[config.mk]
export PLATFORM = sky130hd
export DESIGN_NAME = bitmap_block_allocator_flat
export DESIGN_NICKNAME = d
export VERILOG_FILES = /design/src/rtl/bba_pkg.sv /design/src/rtl/bba_if.sv /design/src/rtl/bba_ram.sv /design/src/rtl/bitmap_block_allocator.sv /design/src/flat_wrapper.sv
export SDC_FILE = /design/constraint.sdc
export NUM_CORES = 1
export LEC_CHECK = 0
export BUFFER_PORTS_ARGS = -buffer_cell sky130_fd_sc_hd__buf_2
export CELL_PAD_IN_SITES_DETAIL_PLACEMENT = 0
export CELL_PAD_IN_SITES_GLOBAL_PLACEMENT = 1
export CORE_MARGIN = 2
export CORE_UTILIZATION = 25
export DETAILED_ROUTE_END_ITERATION = 6
export PLACE_DENSITY = 0.42
export SLEW_MARGIN = 20
export SYNTH_ARGS = -nofsm -noshare
export SYNTH_HDL_FRONTEND = slang
export SYNTH_HIERARCHICAL = 1
export SYNTH_SLANG_ARGS = --single-unit
[constraint.sdc]
create_clock -name clk -period 5.3 [get_ports clk]
set_input_delay 0.53 -clock clk [delete_from_list [all_inputs] [get_ports clk]]
set_output_delay 0.53 -clock clk [all_outputs]
set_load 0.02 [all_outputs]
[src/rtl/bba_pkg.sv]
// Package for the bitmap block allocator: field widths, opcodes, map constants,
// sequencer state type and the lowest-clear-bit helper. No dependencies.
package bba_pkg;

	localparam int NUM_BLOCKS_DEF = 512;
	localparam int OP_W           = 2;
	localparam int BLK_W          = 9;
	localparam int BYTE_W         = 8;

	localparam logic [OP_W-1:0] OP_FORMAT  = 2'd0;
	localparam logic [OP_W-1:0] OP_ALLOC   = 2'd1;
	localparam logic [OP_W-1:0] OP_RELEASE = 2'd2;

	localparam logic [BYTE_W-1:0] BOOT_MASK = 8'h03;
	localparam logic [BYTE_W-1:0] FULL_BYTE = 8'hFF;

	localparam logic STATUS_OK   = 1'b0;
	localparam logic STATUS_FULL = 1'b1;

	typedef enum logic [2:0] {
		ST_CLEAR,
		ST_IDLE,
		ST_FMT,
		ST_REL,
		ST_SCAN,
		ST_RESP
	} bba_state_t;

	// position of the lowest clear bit; only meaningful when the byte is not full
	function automatic logic [2:0] lowest_clear(input logic [BYTE_W-1:0] b);
		logic [2:0] pos;
		pos = 3'd0;
		for (int i = BYTE_W - 1; i >= 0; i--) begin
			if (!b[i]) begin
				pos = 3'(i);
			end
		end
		return pos;
	endfunction

endpackage

[src/rtl/bba_if.sv]
// Valid/ready channel interfaces for the block allocator's request and response.
// Depends on bba_pkg for the field widths.
interface bba_req_if;
	import bba_pkg::*;
	logic            valid;
	logic            ready;
	logic [OP_W-1:0]  op;
	logic [BLK_W-1:0] block_number;
	modport source (output valid, op, block_number, input ready);
	modport sink   (input valid, op, block_number, output ready);
endinterface

interface bba_rsp_if;
	import bba_pkg::*;
	logic             valid;
	logic             ready;
	logic [BLK_W-1:0] allocated_block;
	logic             status;
	modport source (output valid, allocated_block, status, input ready);
	modport sink   (input valid, allocated_block, status, output ready);
endinterface

[src/rtl/bba_ram.sv]
// Generic single-write, single-read RAM with registered read data.
// No package dependency.
module bba_ram #(
	parameter int WIDTH = 8,
	parameter int DEPTH = 64
) (
	input  logic                     clk,
	input  logic                     we,
	input  logic [$clog2(DEPTH)-1:0] waddr,
	input  logic [WIDTH-1:0]         wdata,
	input  logic [$clog2(DEPTH)-1:0] raddr,
	output logic [WIDTH-1:0]         rdata
);

	logic [WIDTH-1:0] mem_q [DEPTH];

	always_ff @(posedge clk) begin
		if (we) begin
			mem_q[waddr] <= wdata;
		end
		rdata <= mem_q[raddr];
	end

endmodule

[src/rtl/bitmap_block_allocator.sv]
// Bitmap block allocator top level: sequencer, map RAM and response register.
// Depends on bba_pkg, bba_req_if / bba_rsp_if and bba_ram.
//
// Usage:
//   req carries op (format, allocate, release) and block_number; rsp returns
//   allocated_block and status, one response per request, in order.
//   One request is worked at a time; req.ready is high only while idle.
//   The free map sits in a RAM of NUM_BLOCKS/8 bytes (rounded up), one bit
//   per block, read one byte per cycle through its single read port.
//   Steps per request: format and an in-range release read a map byte and
//   write it back before the response (format only if both boot bits are
//   clear); an unused opcode or a release out of range goes straight to the
//   response state; an allocate scans bytes from 0 to a clear bit or the end.
//   The byte scan sets the rate.
//   After reset a clearing pass writes zeros to every map byte (64 at the
//   default size), with req.ready low.
//   A finished response waits in an output register; the next request is
//   still accepted, and its response waits in the sequencer until rsp
//   frees up, so a stalled receiver eventually holds off req.
module bitmap_block_allocator #(
	parameter int NUM_BLOCKS = bba_pkg::NUM_BLOCKS_DEF
) (
	input  logic        clk,
	input  logic        arst_n,
	bba_req_if.sink     req,
	bba_rsp_if.source   rsp
);
	import bba_pkg::*;

	localparam int MAP_BYTES = (NUM_BLOCKS + BYTE_W - 1) / BYTE_W;
	localparam int ADDR_W    = $clog2(MAP_BYTES);
	localparam int IDX_W     = ADDR_W + 3;
	localparam int EXT_W     = IDX_W + BLK_W;
	localparam logic [ADDR_W-1:0] LAST_ADDR = ADDR_W'(MAP_BYTES - 1);
	localparam logic [IDX_W:0]    NUM_BLK_C = (IDX_W + 1)'(NUM_BLOCKS);

	bba_state_t state_q, state_d;
	logic [ADDR_W-1:0] chk_q, chk_d;          // byte under work; also clear counter
	logic [BLK_W-1:0]  blk_q, blk_d;           // release target
	logic [BLK_W-1:0]  res_blk_q, res_blk_d;   // pending response
	logic              res_st_q, res_st_d;
	logic              ovalid_q;
	logic [BLK_W-1:0]  oblk_q;
	logic              ost_q;

	logic              ram_we;
	logic [BYTE_W-1:0] ram_wdata;
	logic [ADDR_W-1:0] ram_raddr;
	logic [BYTE_W-1:0] ram_rdata;
	logic              out_load;

	// request address helpers
	logic [ADDR_W+BLK_W-1:0] req_byte_ext;
	logic                    req_in_range;
	logic [2:0]              clr_pos;
	logic [IDX_W-1:0]        scan_idx;
	logic [EXT_W-1:0]        scan_idx_ext;

	assign req_byte_ext = (ADDR_W + BLK_W)'(req.block_number[BLK_W-1:3]);
	assign req_in_range = 32'(req.block_number) < 32'(NUM_BLOCKS);
	assign clr_pos      = lowest_clear(ram_rdata);
	assign scan_idx     = {chk_q, clr_pos};
	assign scan_idx_ext = EXT_W'(scan_idx);

	bba_ram #(
		.WIDTH (BYTE_W),
		.DEPTH (MAP_BYTES)
	) u_map (
		.clk   (clk),
		.we    (ram_we),
		.waddr (chk_q),
		.wdata (ram_wdata),
		.raddr (ram_raddr),
		.rdata (ram_rdata)
	);

	always_ff @(posedge clk or negedge arst_n) begin
		if (!arst_n) begin
			state_q  <= ST_CLEAR;
			chk_q    <= '0;
			ovalid_q <= 1'b0;
		end else begin
			state_q <= state_d;
			chk_q   <= chk_d;
			if (out_load) begin
				ovalid_q <= 1'b1;
			end else if (rsp.ready) begin
				ovalid_q <= 1'b0;
			end
		end
	end

	// payload registers, no reset needed
	always_ff @(posedge clk) begin
		blk_q     <= blk_d;
		res_blk_q <= res_blk_d;
		res_st_q  <= res_st_d;
		if (out_load) begin
			oblk_q <= res_blk_q;
			ost_q  <= res_st_q;
		end
	end

	always_comb begin
		state_d   = state_q;
		chk_d     = chk_q;
		blk_d     = blk_q;
		res_blk_d = res_blk_q;
		res_st_d  = res_st_q;
		ram_we    = 1'b0;
		ram_wdata = '0;
		ram_raddr = chk_q + 1'b1;   // scan prefetch of the next byte
		req.ready = 1'b0;
		out_load  = 1'b0;
		case (state_q)
			ST_CLEAR: begin
				ram_we = 1'b1;
				chk_d  = chk_q + 1'b1;
				if (chk_q == LAST_ADDR) begin
					chk_d   = '0;
					state_d = ST_IDLE;
				end
			end
			ST_IDLE: begin
				req.ready = 1'b1;
				ram_raddr = '0;
				res_blk_d = '0;
				res_st_d  = STATUS_OK;
				if (req.valid) begin
					blk_d = req.block_number;
					chk_d = '0;
					case (req.op)
						OP_FORMAT: state_d = ST_FMT;
						OP_ALLOC:  state_d = ST_SCAN;
						OP_RELEASE: begin
							ram_raddr = req_byte_ext[ADDR_W-1:0];
							chk_d     = req_byte_ext[ADDR_W-1:0];
							state_d   = req_in_range ? ST_REL : ST_RESP;
						end
						default: state_d = ST_RESP;   // unused opcode: no map change
					endcase
				end
			end
			ST_FMT: begin
				// mark the two boot blocks only when both are free
				ram_we    = (ram_rdata & BOOT_MASK) == '0;
				ram_wdata = ram_rdata | BOOT_MASK;
				state_d   = ST_RESP;
			end
			ST_REL: begin
				ram_we    = 1'b1;
				ram_wdata = ram_rdata & ~(8'h01 << blk_q[2:0]);
				state_d   = ST_RESP;
			end
			ST_SCAN: begin
				if (ram_rdata != FULL_BYTE) begin
					state_d = ST_RESP;
					if ({1'b0, scan_idx} < NUM_BLK_C) begin
						ram_we    = 1'b1;
						ram_wdata = ram_rdata | (8'h01 << clr_pos);
						res_blk_d = scan_idx_ext[BLK_W-1:0];
					end else begin
						res_st_d = STATUS_FULL;   // free bit lies past the last block
					end
				end else if (chk_q == LAST_ADDR) begin
					res_st_d = STATUS_FULL;
					state_d  = ST_RESP;
				end else begin
					chk_d = chk_q + 1'b1;
				end
			end
			ST_RESP: begin
				if (!ovalid_q || rsp.ready) begin
					out_load = 1'b1;
					state_d  = ST_IDLE;
				end
			end
			default: state_d = ST_IDLE;
		endcase
	end

	assign rsp.valid           = ovalid_q;
	assign rsp.allocated_block = oblk_q;
	assign rsp.status          = ost_q;

`ifndef SYNTHESIS
	// one request at a time: after a transfer the sequencer is busy
	a_one_at_a_time: assert property (@(posedge clk) disable iff (!arst_n)
		(req.valid && req.ready) |=> !req.ready)
		else $error("request accepted while busy");

	// a full status never carries a block index
	a_full_zero: assert property (@(posedge clk) disable iff (!arst_n)
		(rsp.valid && rsp.status) |-> (rsp.allocated_block == '0))
		else $error("full status with nonzero block");

	// the map is never written while waiting for a request
	a_idle_no_write: assert property (@(posedge clk) disable iff (!arst_n)
		(state_q == ST_IDLE) |-> !ram_we)
		else $error("map write while idle");

	// a response is loaded only into a free or draining output register
	a_no_overwrite: assert property (@(posedge clk) disable iff (!arst_n)
		(out_load && ovalid_q) |-> rsp.ready)
		else $error("response overwritten");
`endif

endmodule
[src/flat_wrapper.sv]
// flat-port wrapper written by rule: the top's interface ports become plain ports
module bitmap_block_allocator_flat import bba_pkg::*;
#(
	parameter int NUM_BLOCKS = bba_pkg::NUM_BLOCKS_DEF
)
  (clk, arst_n, req_valid, req_op, req_block_number, req_ready, rsp_valid, rsp_allocated_block, rsp_status, rsp_ready);
  bba_req_if req_i ();
  bba_rsp_if rsp_i ();
  input  logic clk;
  input  logic arst_n;
  input wire logic [$bits(req_i.valid)-1:0] req_valid;
  input wire logic [$bits(req_i.op)-1:0] req_op;
  input wire logic [$bits(req_i.block_number)-1:0] req_block_number;
  output wire logic [$bits(req_i.ready)-1:0] req_ready;
  output wire logic [$bits(rsp_i.valid)-1:0] rsp_valid;
  output wire logic [$bits(rsp_i.allocated_block)-1:0] rsp_allocated_block;
  output wire logic [$bits(rsp_i.status)-1:0] rsp_status;
  input wire logic [$bits(rsp_i.ready)-1:0] rsp_ready;
  assign req_i.valid = req_valid;
  assign req_i.op = req_op;
  assign req_i.block_number = req_block_number;
  assign req_ready = req_i.ready;
  assign rsp_valid = rsp_i.valid;
  assign rsp_allocated_block = rsp_i.allocated_block;
  assign rsp_status = rsp_i.status;
  assign rsp_i.ready = rsp_ready;
  bitmap_block_allocator #(.NUM_BLOCKS(NUM_BLOCKS)) u_core (.clk(clk), .arst_n(arst_n), .req(req_i), .rsp(rsp_i));
endmodule
==> results.yml <==
worst_setup_path:
  worstPathArrival_ps: 4800
  cp-start-kind: "flip-flop"
  path_max_fanout: 37
  cp-end-kind: "flip-flop"
  required_ps: 5750
  worstSetupPathType: "flip-flop to flip-flop"
yosys:
  ys_types: 69
  yosysSeqAreaShare_pct: 75.0
  synth_compound_area_share_pct: 3.36
  avgSynthCellArea_sq_um: 19.7
  yosysTopAreaCellShare_pct: 73.1
  synth-xor-area-share_pct: 0.160
  ys_top_cells_by_area: "edfxtp_1 73%, mux4_2 13%, nor2_1 1.7%, dfrtp_1 1.1%, mux2i_1 1.0%"
  ys.flop_type: "edfxtp_1"
  async_reset_ff_share_pct: 1.81
  synth_fa_ha_area_share_pct: 0.0570
  synth_area_leader_cell: "edfxtp_1"
  ys_ff_latch: 553
  synthSimpleGateAreaFrac_pct: 5.03
  syn-num-nets: 1130
  synth_area_sq_mm: 0.0220
  synth_top_family_by_area: "multiplexers"
  synth_cells: 1114
  yosys_warnings: 6
  synth_edf_count: 535
  synth.mux.area_fraction_pct: 14.7
routing:
  avgRoutedWirePerCell_um: 25.5
  drtIter0Drc: 801
  first_pass_iters: 4
  vias_per_cell: 4.60
  postRouteAntennaNets: 0
  routed_wl_um: 61000
  dr_total_vias: 11020
  drcViolationCount: 0
grt:
  grt-ovfl-total: 0
  antenna_found_initial: 2
  grt_max_degree: 67
  track_usage_pct: 13.7
  grt_pass1_wl_um: 87600
  use_met3_pct: 2.94
  use_met1_pct: 19.0
  first_global_vias: 11575
  top_usage_layer: "met2"
  grt_use_met2_pct: 21.4
place:
  port_buffers: 26
  place.gp.congestion: 0.720
  dpl.hpwl_um: 38700
  preCtsSetupSlack_ps: 897
  dpl_cell_area_sq_mm: 0.0236
  placedCellCount: 2272
clock_tree:
  cts_inserted_buffers: 66
  clk_path_buf_depth: 3
  root_buffer: "clkbuf_16"
  cts_tree: "done"
  cts_setup_buffers: 0
  post_cts_resized: 0
  clk_pin_slew_ps: 60
  clock_latency_ps: 590
  h-tree-depth: 3
  cts_sinks: 553
timing:
  rsz0062_at_grt: "no"
  finalSetupTns_ps: 0
  fin_skew_ps: 19.3
  min_period_ps: 4350
  setup_slack_ps: 951
  fmax_mhz: 230
  slew_viol_final: 0
  finalHoldViolations: 0
  worstMarginPinSlew_ps: 1100
  finalCritPeriodShare_pct: 82.1
  slew_headroom_pct: 26.3
  finalSetupViolCount: 0
floorplanning:
  die_area_sq_mm: 0.0902
  core_sq_mm: 0.0869
  rows: 108
  die_w_um: 300
  start_util_pct: 25.3
  io-pin-count: 27
  dieHeight_um: 300
worst_hold_path:
  min-delay-path-class: "primary input to flip-flop"
power:
  power_density_mw_per_mm2: 627
  p_leak_uw: 0.00792
  peakVddDrop_uv: 369
layout:
  most-common-layout-cells: "535 x edfxtp_1, 126 x mux4_2, 96 x nor2_1"
  areaGrowthSynthToFinish_pct: 17.2
  ff_latch_area_sq_mm: 0.0165
  nNetsFinal: 1202
  final_util_pct: 29.6
  final_cell_area_sq_mm: 0.0257
  fin_cells: 2396
  fillers: 8425
  multi_input_area_sq_mm: 0.00522
  final_common_cell: "edfxtp_1"
  drive_above_1_share_pct: 25.3
run:
  drv_cap: 0
run_status:
  status: "finished clean"
-- per-stage QoR --
| step | total power [uW] | hold slack [ps] |
|---|---|---|
| floorplan | 9620 | 234 |
| global placement | 11900 | 403 |
| detailed placement | 11900 | 406 |
| CTS | 16400 | 94.4 |
| global route | 16900 | 104 |
| finish | 16100 | 126 |
-- worst paths after layout --
kind / to / start / slack, ps / cells after the start
max in group asynchronous: u_core/chk_q[3] / arst_n / 4750 / 2
worst min-delay path: u_core/blk_q[2] / req_block_number[2] / 130 / 1
worst max register to register: u_core/u_map/rdata[4] / u_core/state_q[0] / 950 / 9
min in group asynchronous: u_core/state_q[2] / arst_n / 340 / 2
worst min register to register: u_core/rsp.allocated_block[4] / u_core/res_blk_q[4] / 420 / 0
worst max-delay path: u_core/u_map/rdata[4] / u_core/state_q[0] / 950 / 9
-- final cells by class --
class | instances | area share [%]
Clock inverter | 31 | 1.19
Timing Repair Buffer | 59 | 1.67
Tap cell | 1155 | 5.62
Clock buffer | 89 | 7.08
Inverter | 6 | 0.0875
Multi-Input combinational cell | 500 | 20.3
Sequential cell | 553 | 64.0
Antenna cell | 3 | 0.0292
-- cell usage after synthesis, drive strengths merged (3+ instances only) --
library cell,number
a211oi,4
a21oi,20
a221oi,6
a22oi,3
a31oi,6
and2,6
buf,37
clkbuf,18
dfrtp,10
dfxtp,8
edfxtp,535
inv,5
mux2,14
mux2i,23
mux4,126
nand2,40
nand2b,13
nand3,18
nand3b,4
nand4,4
nand4b,3
nor2,99
nor2b,19
nor3,9
o2111ai,3
o21a,3
o21ai,18
o221ai,8
o22ai,8
o2bb2ai,4
o31ai,3
xnor2,3
-- flip-flops by register name, indices dropped and copies added, names as in the netlist, 3 cells and up --
signal / count
u_core/rsp.allocated_block: 9
u_core/u_map/rdata: 8
u_core/state_q: 3
u_core/chk_q: 6
u_core/u_map/mem_q: 512
u_core/blk_q: 3
u_core/res_blk_q: 9
-- logic make-up after synthesis --
| family | after synthesis |
|---|---|
| mux | 163 |
| buf+inv | 61 |
| simple gates | 228 |
| fa+ha+maj | 1 |
| xor+xnor | 4 |
| compound gates | 104 |
| flops | 553 |
-- report_power, final --
part           internal [uW]  switching [uW]
clock                   2700            1760
combinational           2300            3650
sequential              5440             272
total                  10400            5680
-- critical path, cell delays in order, from the launching register on --
cell and delay, ps:
dfrtp_1 540, or3b_1 470, clkinv_1 430, o2bb2ai_4 750, buf_12 350, mux4_2 560, nor2_1 240, nor2_1 100
nor3_1 560, o32ai_1 190
-- repair_timing --
item	4_1_cts	5_1_grt
hold buffers	1	0
setup endpoints to repair	0	0
hold endpoints to repair	10	0
-- routing by layer --
metal | vias up | routed length (um)
met2 | 244 | 28700
met1 | 5970 | 28100
met4 | 0 | 1290
met3 | 74 | 2920
li1 | 4732 | -
met5 | - | 0
Power figures use the tool's default switching activity.
